File: config.mk
export PLATFORM = sky130hd
export DESIGN_NAME = crc24_length_seeded_core_flat
export DESIGN_NICKNAME = d
export VERILOG_FILES = /design/src/hw/rtl/crc24ls_pkg.sv /design/src/hw/rtl/crc24ls_if.sv /design/src/hw/rtl/crc24ls_fold.sv /design/src/hw/rtl/crc24_length_seeded_core.sv /design/src/flat_wrapper.sv
export SDC_FILE = /design/constraint.sdc
export NUM_CORES = 1
export LEC_CHECK = 0
export BUFFER_PORTS_ARGS = -buffer_cell sky130_fd_sc_hd__buf_2
export CAP_MARGIN = 10
export CORE_AREA = 2 2 170 172
export CTS_CLUSTER_SIZE = 14
export DETAILED_ROUTE_END_ITERATION = 8
export DIE_AREA = 0 0 172 174
export REMOVE_ABC_BUFFERS = 1
export SLEW_MARGIN = 20
export SYNTH_ARGS = -nofsm -noshare
export SYNTH_HDL_FRONTEND = slang
export SYNTH_SLANG_ARGS = --single-unit
File: constraint.sdc
create_clock -name clk -period 10.7 [get_ports clk]
set_clock_uncertainty 0.1 [all_clocks]
set_input_delay 2.14 -clock clk [delete_from_list [all_inputs] [get_ports clk]]
set_output_delay 2.14 -clock clk [all_outputs]
set_load 0.03 [all_outputs]
File: src/hw/rtl/crc24ls_pkg.sv
// shared types and constants for the length-seeded crc-24 core
package crc24ls_pkg;

  localparam int unsigned DATA_W = 8;
  localparam int unsigned LEN_W  = 24;
  localparam int unsigned POLY_W = 24;
  localparam int unsigned OUT_W  = 24;

  // openpgp generator polynomial, x^24 term dropped
  localparam logic [POLY_W-1:0] POLY_RESET = 24'h864cfb;

  typedef logic [DATA_W-1:0] byte_t;
  typedef logic [LEN_W-1:0]  len_t;
  typedef logic [POLY_W-1:0] poly_t;
  typedef logic [OUT_W-1:0]  crc_out_t;

  typedef struct packed {
    byte_t data_byte;
    logic  first;
    logic  last;
    len_t  msg_length;
  } in_item_t;

endpackage

File: src/hw/rtl/crc24ls_if.sv
// valid/ready channel interfaces for byte input, crc result and polynomial writes
interface crc24ls_in_if;
  logic                valid;
  logic                ready;
  crc24ls_pkg::byte_t  data_byte;
  logic                first;
  logic                last;
  crc24ls_pkg::len_t   msg_length;

  modport source (output valid, data_byte, first, last, msg_length, input ready);
  modport sink   (input valid, data_byte, first, last, msg_length, output ready);
endinterface

interface crc24ls_out_if;
  logic                  valid;
  logic                  ready;
  crc24ls_pkg::crc_out_t crc_value;

  modport source (output valid, crc_value, input ready);
  modport sink   (input valid, crc_value, output ready);
endinterface

interface crc24ls_cfg_if;
  logic               valid;
  logic               ready;
  crc24ls_pkg::poly_t crc_poly;

  modport source (output valid, crc_poly, input ready);
  modport sink   (input valid, crc_poly, output ready);
endinterface

File: src/hw/rtl/crc24ls_fold.sv
// seed select and eight-step msb-first byte fold of the crc accumulator
module crc24ls_fold #(
  parameter int unsigned CRC_WIDTH = 24
) (
  input  logic [CRC_WIDTH-1:0] acc,
  input  crc24ls_pkg::byte_t   data_byte,
  input  logic                 seed,
  input  crc24ls_pkg::len_t    msg_length,
  input  crc24ls_pkg::poly_t   crc_poly,
  output logic [CRC_WIDTH-1:0] crc_nxt
);
  import crc24ls_pkg::*;

  logic [CRC_WIDTH-1:0] start;
  logic [CRC_WIDTH-1:0] poly_w;
  logic [CRC_WIDTH-1:0] work;

  assign poly_w = CRC_WIDTH'(crc_poly);

  always_comb begin
    // seed is (length + first byte) modulo 2^width
    start = seed ? (CRC_WIDTH'(msg_length) + CRC_WIDTH'(data_byte)) : acc;
    work  = start ^ (CRC_WIDTH'(data_byte) << (CRC_WIDTH - DATA_W));
    for (int k = 0; k < DATA_W; k++) begin
      if (work[CRC_WIDTH-1]) begin
        work = (work << 1) ^ poly_w;
      end else begin
        work = work << 1;
      end
    end
    crc_nxt = work;
  end

endmodule

File: src/hw/rtl/crc24_length_seeded_core.sv
// top level of the length-seeded msb-first crc-24 core
// Takes one message byte per cycle while the input is not stalled and returns
// the CRC on the byte marked last. A byte marked first seeds the accumulator
// with (msg_length + byte) modulo 2^CRC_WIDTH; that byte and every following
// one are folded in MSB-first with the polynomial held in the cfg register
// (reset: 0x864cfb). The fold from the input register into the accumulator
// register is combinational; a result enters the result register when its
// last byte is folded. The input stalls only when a last byte finds the result
// register still full. Polynomial writes take effect from the next byte folded.
module crc24_length_seeded_core #(
  parameter int unsigned CRC_WIDTH = 24
) (
  input  logic                 clk,
  input  logic                 rst_n,
  crc24ls_in_if.sink           in_ch,
  crc24ls_out_if.source        out_ch,
  crc24ls_cfg_if.sink          cfg_ch
);
  import crc24ls_pkg::*;

  // input stage
  logic     s1_v_r, s1_v_nxt;
  in_item_t s1_item_r;

  // accumulator, polynomial and result register
  logic [CRC_WIDTH-1:0] accum_r, accum_nxt;
  poly_t                poly_r;
  logic                 out_v_r, out_v_nxt;
  crc_out_t             out_crc_r;

  logic in_xfer;
  logic advance;

  // staged byte is folded unless it is last and the result slot cannot take it
  assign advance = s1_v_r && (!s1_item_r.last || !out_v_r || out_ch.ready);
  assign in_ch.ready = !s1_v_r || advance;
  assign in_xfer = in_ch.valid && in_ch.ready;

  assign cfg_ch.ready = 1'b1;

  assign out_ch.valid     = out_v_r;
  assign out_ch.crc_value = out_crc_r;

  crc24ls_fold #(
    .CRC_WIDTH (CRC_WIDTH)
  ) u_fold (
    .acc        (accum_r),
    .data_byte  (s1_item_r.data_byte),
    .seed       (s1_item_r.first),
    .msg_length (s1_item_r.msg_length),
    .crc_poly   (poly_r),
    .crc_nxt    (accum_nxt)
  );

  always_comb begin
    if (in_xfer) begin
      s1_v_nxt = 1'b1;
    end else if (advance) begin
      s1_v_nxt = 1'b0;
    end else begin
      s1_v_nxt = s1_v_r;
    end
  end

  always_comb begin
    if (advance && s1_item_r.last) begin
      out_v_nxt = 1'b1;
    end else if (out_ch.ready) begin
      out_v_nxt = 1'b0;
    end else begin
      out_v_nxt = out_v_r;
    end
  end

  // control state
  always_ff @(posedge clk) begin
    if (!rst_n) begin
      s1_v_r  <= 1'b0;
      out_v_r <= 1'b0;
      accum_r <= '0;
      poly_r  <= POLY_RESET;
    end else begin
      s1_v_r  <= s1_v_nxt;
      out_v_r <= out_v_nxt;
      if (advance) begin
        accum_r <= accum_nxt;
      end
      if (cfg_ch.valid) begin
        poly_r <= cfg_ch.crc_poly;
      end
    end
  end

  // payload registers
  always_ff @(posedge clk) begin
    if (in_xfer) begin
      s1_item_r.data_byte  <= in_ch.data_byte;
      s1_item_r.first      <= in_ch.first;
      s1_item_r.last       <= in_ch.last;
      s1_item_r.msg_length <= in_ch.msg_length;
    end
    if (advance && s1_item_r.last) begin
      out_crc_r <= OUT_W'(accum_nxt);
    end
  end

  // a folded last byte always lands in the result register
  a_last_to_out: assert property (@(posedge clk) disable iff (!rst_n)
    advance && s1_item_r.last |=> out_v_r)
    else $error("folded last byte did not produce a result");

  // input only stalls behind a blocked last byte
  a_stall_cause: assert property (@(posedge clk) disable iff (!rst_n)
    !in_ch.ready |-> s1_v_r && s1_item_r.last && out_v_r && !out_ch.ready)
    else $error("input stalled without a blocked result");

  // a transferred byte is held in the input stage
  a_accept_stage: assert property (@(posedge clk) disable iff (!rst_n)
    in_xfer |=> s1_v_r)
    else $error("accepted byte missing from input stage");

  // accumulator only moves when a byte is folded
  a_accum_hold: assert property (@(posedge clk) disable iff (!rst_n)
    !advance |=> $stable(accum_r))
    else $error("accumulator changed without a folded byte");

endmodule

File: src/flat_wrapper.sv
// flat-port wrapper written by rule: the top's interface ports become plain ports
module crc24_length_seeded_core_flat import crc24ls_pkg::*;
#(
  parameter int unsigned CRC_WIDTH = 24
)
  (clk, rst_n, in_ch_valid, in_ch_data_byte, in_ch_first, in_ch_last, in_ch_msg_length, in_ch_ready, out_ch_valid, out_ch_crc_value, out_ch_ready, cfg_ch_valid, cfg_ch_crc_poly, cfg_ch_ready);
  crc24ls_in_if in_ch_i ();
  crc24ls_out_if out_ch_i ();
  crc24ls_cfg_if cfg_ch_i ();
  input  logic clk;
  input  logic rst_n;
  input wire logic [$bits(in_ch_i.valid)-1:0] in_ch_valid;
  input wire logic [$bits(in_ch_i.data_byte)-1:0] in_ch_data_byte;
  input wire logic [$bits(in_ch_i.first)-1:0] in_ch_first;
  input wire logic [$bits(in_ch_i.last)-1:0] in_ch_last;
  input wire logic [$bits(in_ch_i.msg_length)-1:0] in_ch_msg_length;
  output wire logic [$bits(in_ch_i.ready)-1:0] in_ch_ready;
  output wire logic [$bits(out_ch_i.valid)-1:0] out_ch_valid;
  output wire logic [$bits(out_ch_i.crc_value)-1:0] out_ch_crc_value;
  input wire logic [$bits(out_ch_i.ready)-1:0] out_ch_ready;
  input wire logic [$bits(cfg_ch_i.valid)-1:0] cfg_ch_valid;
  input wire logic [$bits(cfg_ch_i.crc_poly)-1:0] cfg_ch_crc_poly;
  output wire logic [$bits(cfg_ch_i.ready)-1:0] cfg_ch_ready;
  assign in_ch_i.valid = in_ch_valid;
  assign in_ch_i.data_byte = in_ch_data_byte;
  assign in_ch_i.first = in_ch_first;
  assign in_ch_i.last = in_ch_last;
  assign in_ch_i.msg_length = in_ch_msg_length;
  assign in_ch_ready = in_ch_i.ready;
  assign out_ch_valid = out_ch_i.valid;
  assign out_ch_crc_value = out_ch_i.crc_value;
  assign out_ch_i.ready = out_ch_ready;
  assign cfg_ch_i.valid = cfg_ch_valid;
  assign cfg_ch_i.crc_poly = cfg_ch_crc_poly;
  assign cfg_ch_ready = cfg_ch_i.ready;
  crc24_length_seeded_core #(.CRC_WIDTH(CRC_WIDTH)) u_core (.clk(clk), .rst_n(rst_n), .in_ch(in_ch_i), .out_ch(out_ch_i), .cfg_ch(cfg_ch_i));
endmodule
==> impl_metrics.csv <==
group,metric,value,unit
setup_path,end_kind,"flip-flop",
clock_network,cts_hold_buf,0,
finish,drive_above_1_share,13.1,%
floorplanning,ios,90,
grt,grt_first_pass_wirelength,51800,um
run,max_cap_violations,0,
place,gp_congestion,0.900,
pwr,power.density,304,nW/um^2
setup_path,crit_path_cell_trace,"ha_1 > fa_1 > a211o_1 > a21oi_1 > a21oi_1 > o2111ai_2 > or2_0 > o311ai_1 > a21o_1 > nand2_1 > nor3_1 > o311a_1 > or4_4 > o211ai_1 > buf_4 > nand3_1 > a211oi_1 > a211oi_1 > xor2_1",
finish,syn_to_final_growth,11.1,%
route,via_per_inst,5.87,
grt,grt-ovfl-total,0,
grt,grt_pass1_vias,8907,
sta,rsz0062_at_grt,"no",
synth,ys.warnings.count,0,
sta,hold_violations,0,
sta,relSlewSlack,17.9,%
synth,ys_types,84,
clock_network,cts_root_buf,"clkbuf_16",
clock_network,cts_buffers,9,
synth,yosysTopAreaCell,"edfxtp_1",
setup_path,crit_required,10.71,ns
finish,seq_area,2740,sq um
pwr,vdd_ir_drop_max,0.000116,V
route,drt_iter0_markers,988,
grt,grtUsageTotal,22.2,%
setup_path,slowest_stage,"nand3_1",
hold_path,min_path_type,"flip-flop to flip-flop",
floorplanning,dieArea,29900,sq um
clock_network,cts_setup_buffers,0,
synth,syn_area,9720,sq um
route,routedWlPerCell,20.2,um
synth,netlist_instances,1226,
grt,antenna_found_initial,1,
synth,seq_area_frac_synth,28.2,%
synth,synth_area_leaders,"edfxtp_1 18%, xnor2_1 11%, dfxtp_1 10%, nand2_1 7.1%, xor2_1 3.7%",
place,port_buffers,88,
setup_path,startpoint_type,"flip-flop",
sta,finalSetupViolations,0,
sta,tightest_slew,1.23,ns
synth,synth_top_area_share,17.9,%
place,place_ws,2.99,ns
finish,fillers,2928,
route,first_pass_iters,7,
synth,synth-main-ff-cell,"edfxtp_1",
setup_path,cp.arrival,7.89,ns
finish,layout.nets,1326,
synth,yosys-top-cells-count,"183 x nand2_1, 122 x xnor2_1, 93 x nor2_1",
clock_network,clkTransAtPathRegs,0.08,ns
sta,final.period_utilization,73.7,%
setup_path,crit_type,"flip-flop to flip-flop",
floorplanning,core_area,28200,sq um
floorplanning,start_util,34.4,%
floorplanning,die_h,174,um
sta,timing.final.ws_setup,2.82,ns
clock_network,cts_tree,"done",
synth,synth-edff-count,58,
synth,synthMostInstantiatedCell,"nand2_1",
route,drt_wl_total,33200,um
sta,slew_violations,0,
grt,grt_max_degree,60,
setup_path,slowest_delay,0.92,ns
floorplanning,die_x,172,um
clock_network,clkSinkCount,108,
sta,setup_tns,0,ns
outcome,status,"complete, no violations",
pwr,power_leakage,3.99,nW
sta,period_minus_slack,7.88,ns
floorplanning,rows,62,
route,drc,0,
clock_network,htree_levels,3,
clock_network,cts_resized,0,
finish,multiInputGateArea,6520,sq um
place,place_hpwl,23800,um
synth,syn_area_per_cell,7.93,sq um
synth,synthArstFlopShare,0,%
clock_network,clock_latency,0.37,ns
sta,fmax,127,MHz
route,antenna_left,0,
clock_network,clk_path_buf_depth,2,
setup_path,crit_fanout,26,
route,vias,9653,
synth,synth-seq-cells,108,
[routing by layer]
layer / GRT usage (%) / share of wire [%]
met3: 4.55 / 8.5
met2: 32.6 / 43
met4: 7.74 / 2.6
met5: 0 / 0
met1: 32.2 / 46
[critical path: cells and delay by family (launching register included)]
| kind | cells | cell delay, ns |
|---|---|---|
| simple gates | 5 | 2.86 |
| compound gates | 10 | 3.06 |
| flops | 1 | 0.41 |
| xor+xnor | 1 | 0.18 |
| fa+ha+maj | 2 | 0.68 |
| buf+inv | 1 | 0.31 |
[per-stage QoR]
| step | total power, mW | hold slack (ns) | instance area [sq um] | utilization, % | cells |
|---|---|---|---|---|---|
| 2_1_floorplan | 2.29 | 0.338 | 9340 | - | 1128 |
| 3_3_place_gp | 2.90 | 0.396 | 10500 | 37.1 | 1626 |
| 3_5_place_dp | 2.92 | 0.397 | 10500 | 37.1 | 1626 |
| 4_1_cts | 3.26 | 0.407 | 10800 | 38.1 | 1642 |
| 5_1_grt | 3.50 | 0.429 | 10800 | 38.2 | 1643 |
| 6_report | 3.28 | 0.404 | 10800 | 38.3 | 1644 |
[area by class of cell]
type | instances | share of cell area [%]
inverters | 30 | 1.04
well taps | 384 | 4.45
repair buffers | 115 | 6.14
multi-input cells | 990 | 60.3
diodes | 1 | 0.0232
clock inverters | 7 | 0.533
clock buffers | 9 | 2.09
flip-flops and latches | 108 | 25.4
[state kept, by name, indices dropped and copies added (netlist names)]
name and count:
u_core.out_ch.crc_value 24, u_core.s1_item_r 34, u_core.out_ch.valid 1, u_core.s1_v_r 1
u_core.poly_r 24, u_core.accum_r 24
[where the power goes]
group          leakage [nW]  switching [mW]  internal (mW)
Combinational          2.89            1.40          0.855
Sequential            0.966          0.0887          0.598
Clock                 0.141           0.174          0.162
[path summary, 6_finish.rpt]
path                            depth (start not counted)                    endpoint            startpoint  slack (ns)
worst min register to register                          2           u_core.accum_r[8]     u_core.accum_r[8]        0.40
worst min-delay path                                    2           u_core.accum_r[8]     u_core.accum_r[8]        0.40
worst max register to register                         19  u_core.out_ch.crc_value[6]  u_core.s1_item_r[26]        2.82
worst max-delay path                                   19  u_core.out_ch.crc_value[6]  u_core.s1_item_r[26]        2.82
[cell families (layout without fill, tap and decap cells)]
logic type	count (synthesis)	in the layout	synth area share (%)
and+or+nand+nor	453	453	22.1
buffers and inverters	128	161	5.16
other	1	2	0.0386
DFF	108	108	28.2
xor gates and xnor gates	169	169	16.1
adders and majority gates	9	9	1.24
muxes	22	22	2.34
AOI/OAI and AO/OA	336	336	24.8
[layout by cell type, fill, tap and decap left out, drive strengths merged, types with 11 or more instances in the layout]
cell type	instances
a211oi	46
a21oi	51
a31oi	13
buf	115
dfxtp	50
edfxtp	58
inv	33
mux2i	19
nand2	183
nand3	48
nand4	11
nor2	95
nor3	34
o2111ai	29
o211ai	29
o21ai	64
o221ai	14
or4	14
xnor2	122
xor2	41
(Power assumes the default switching activity.)
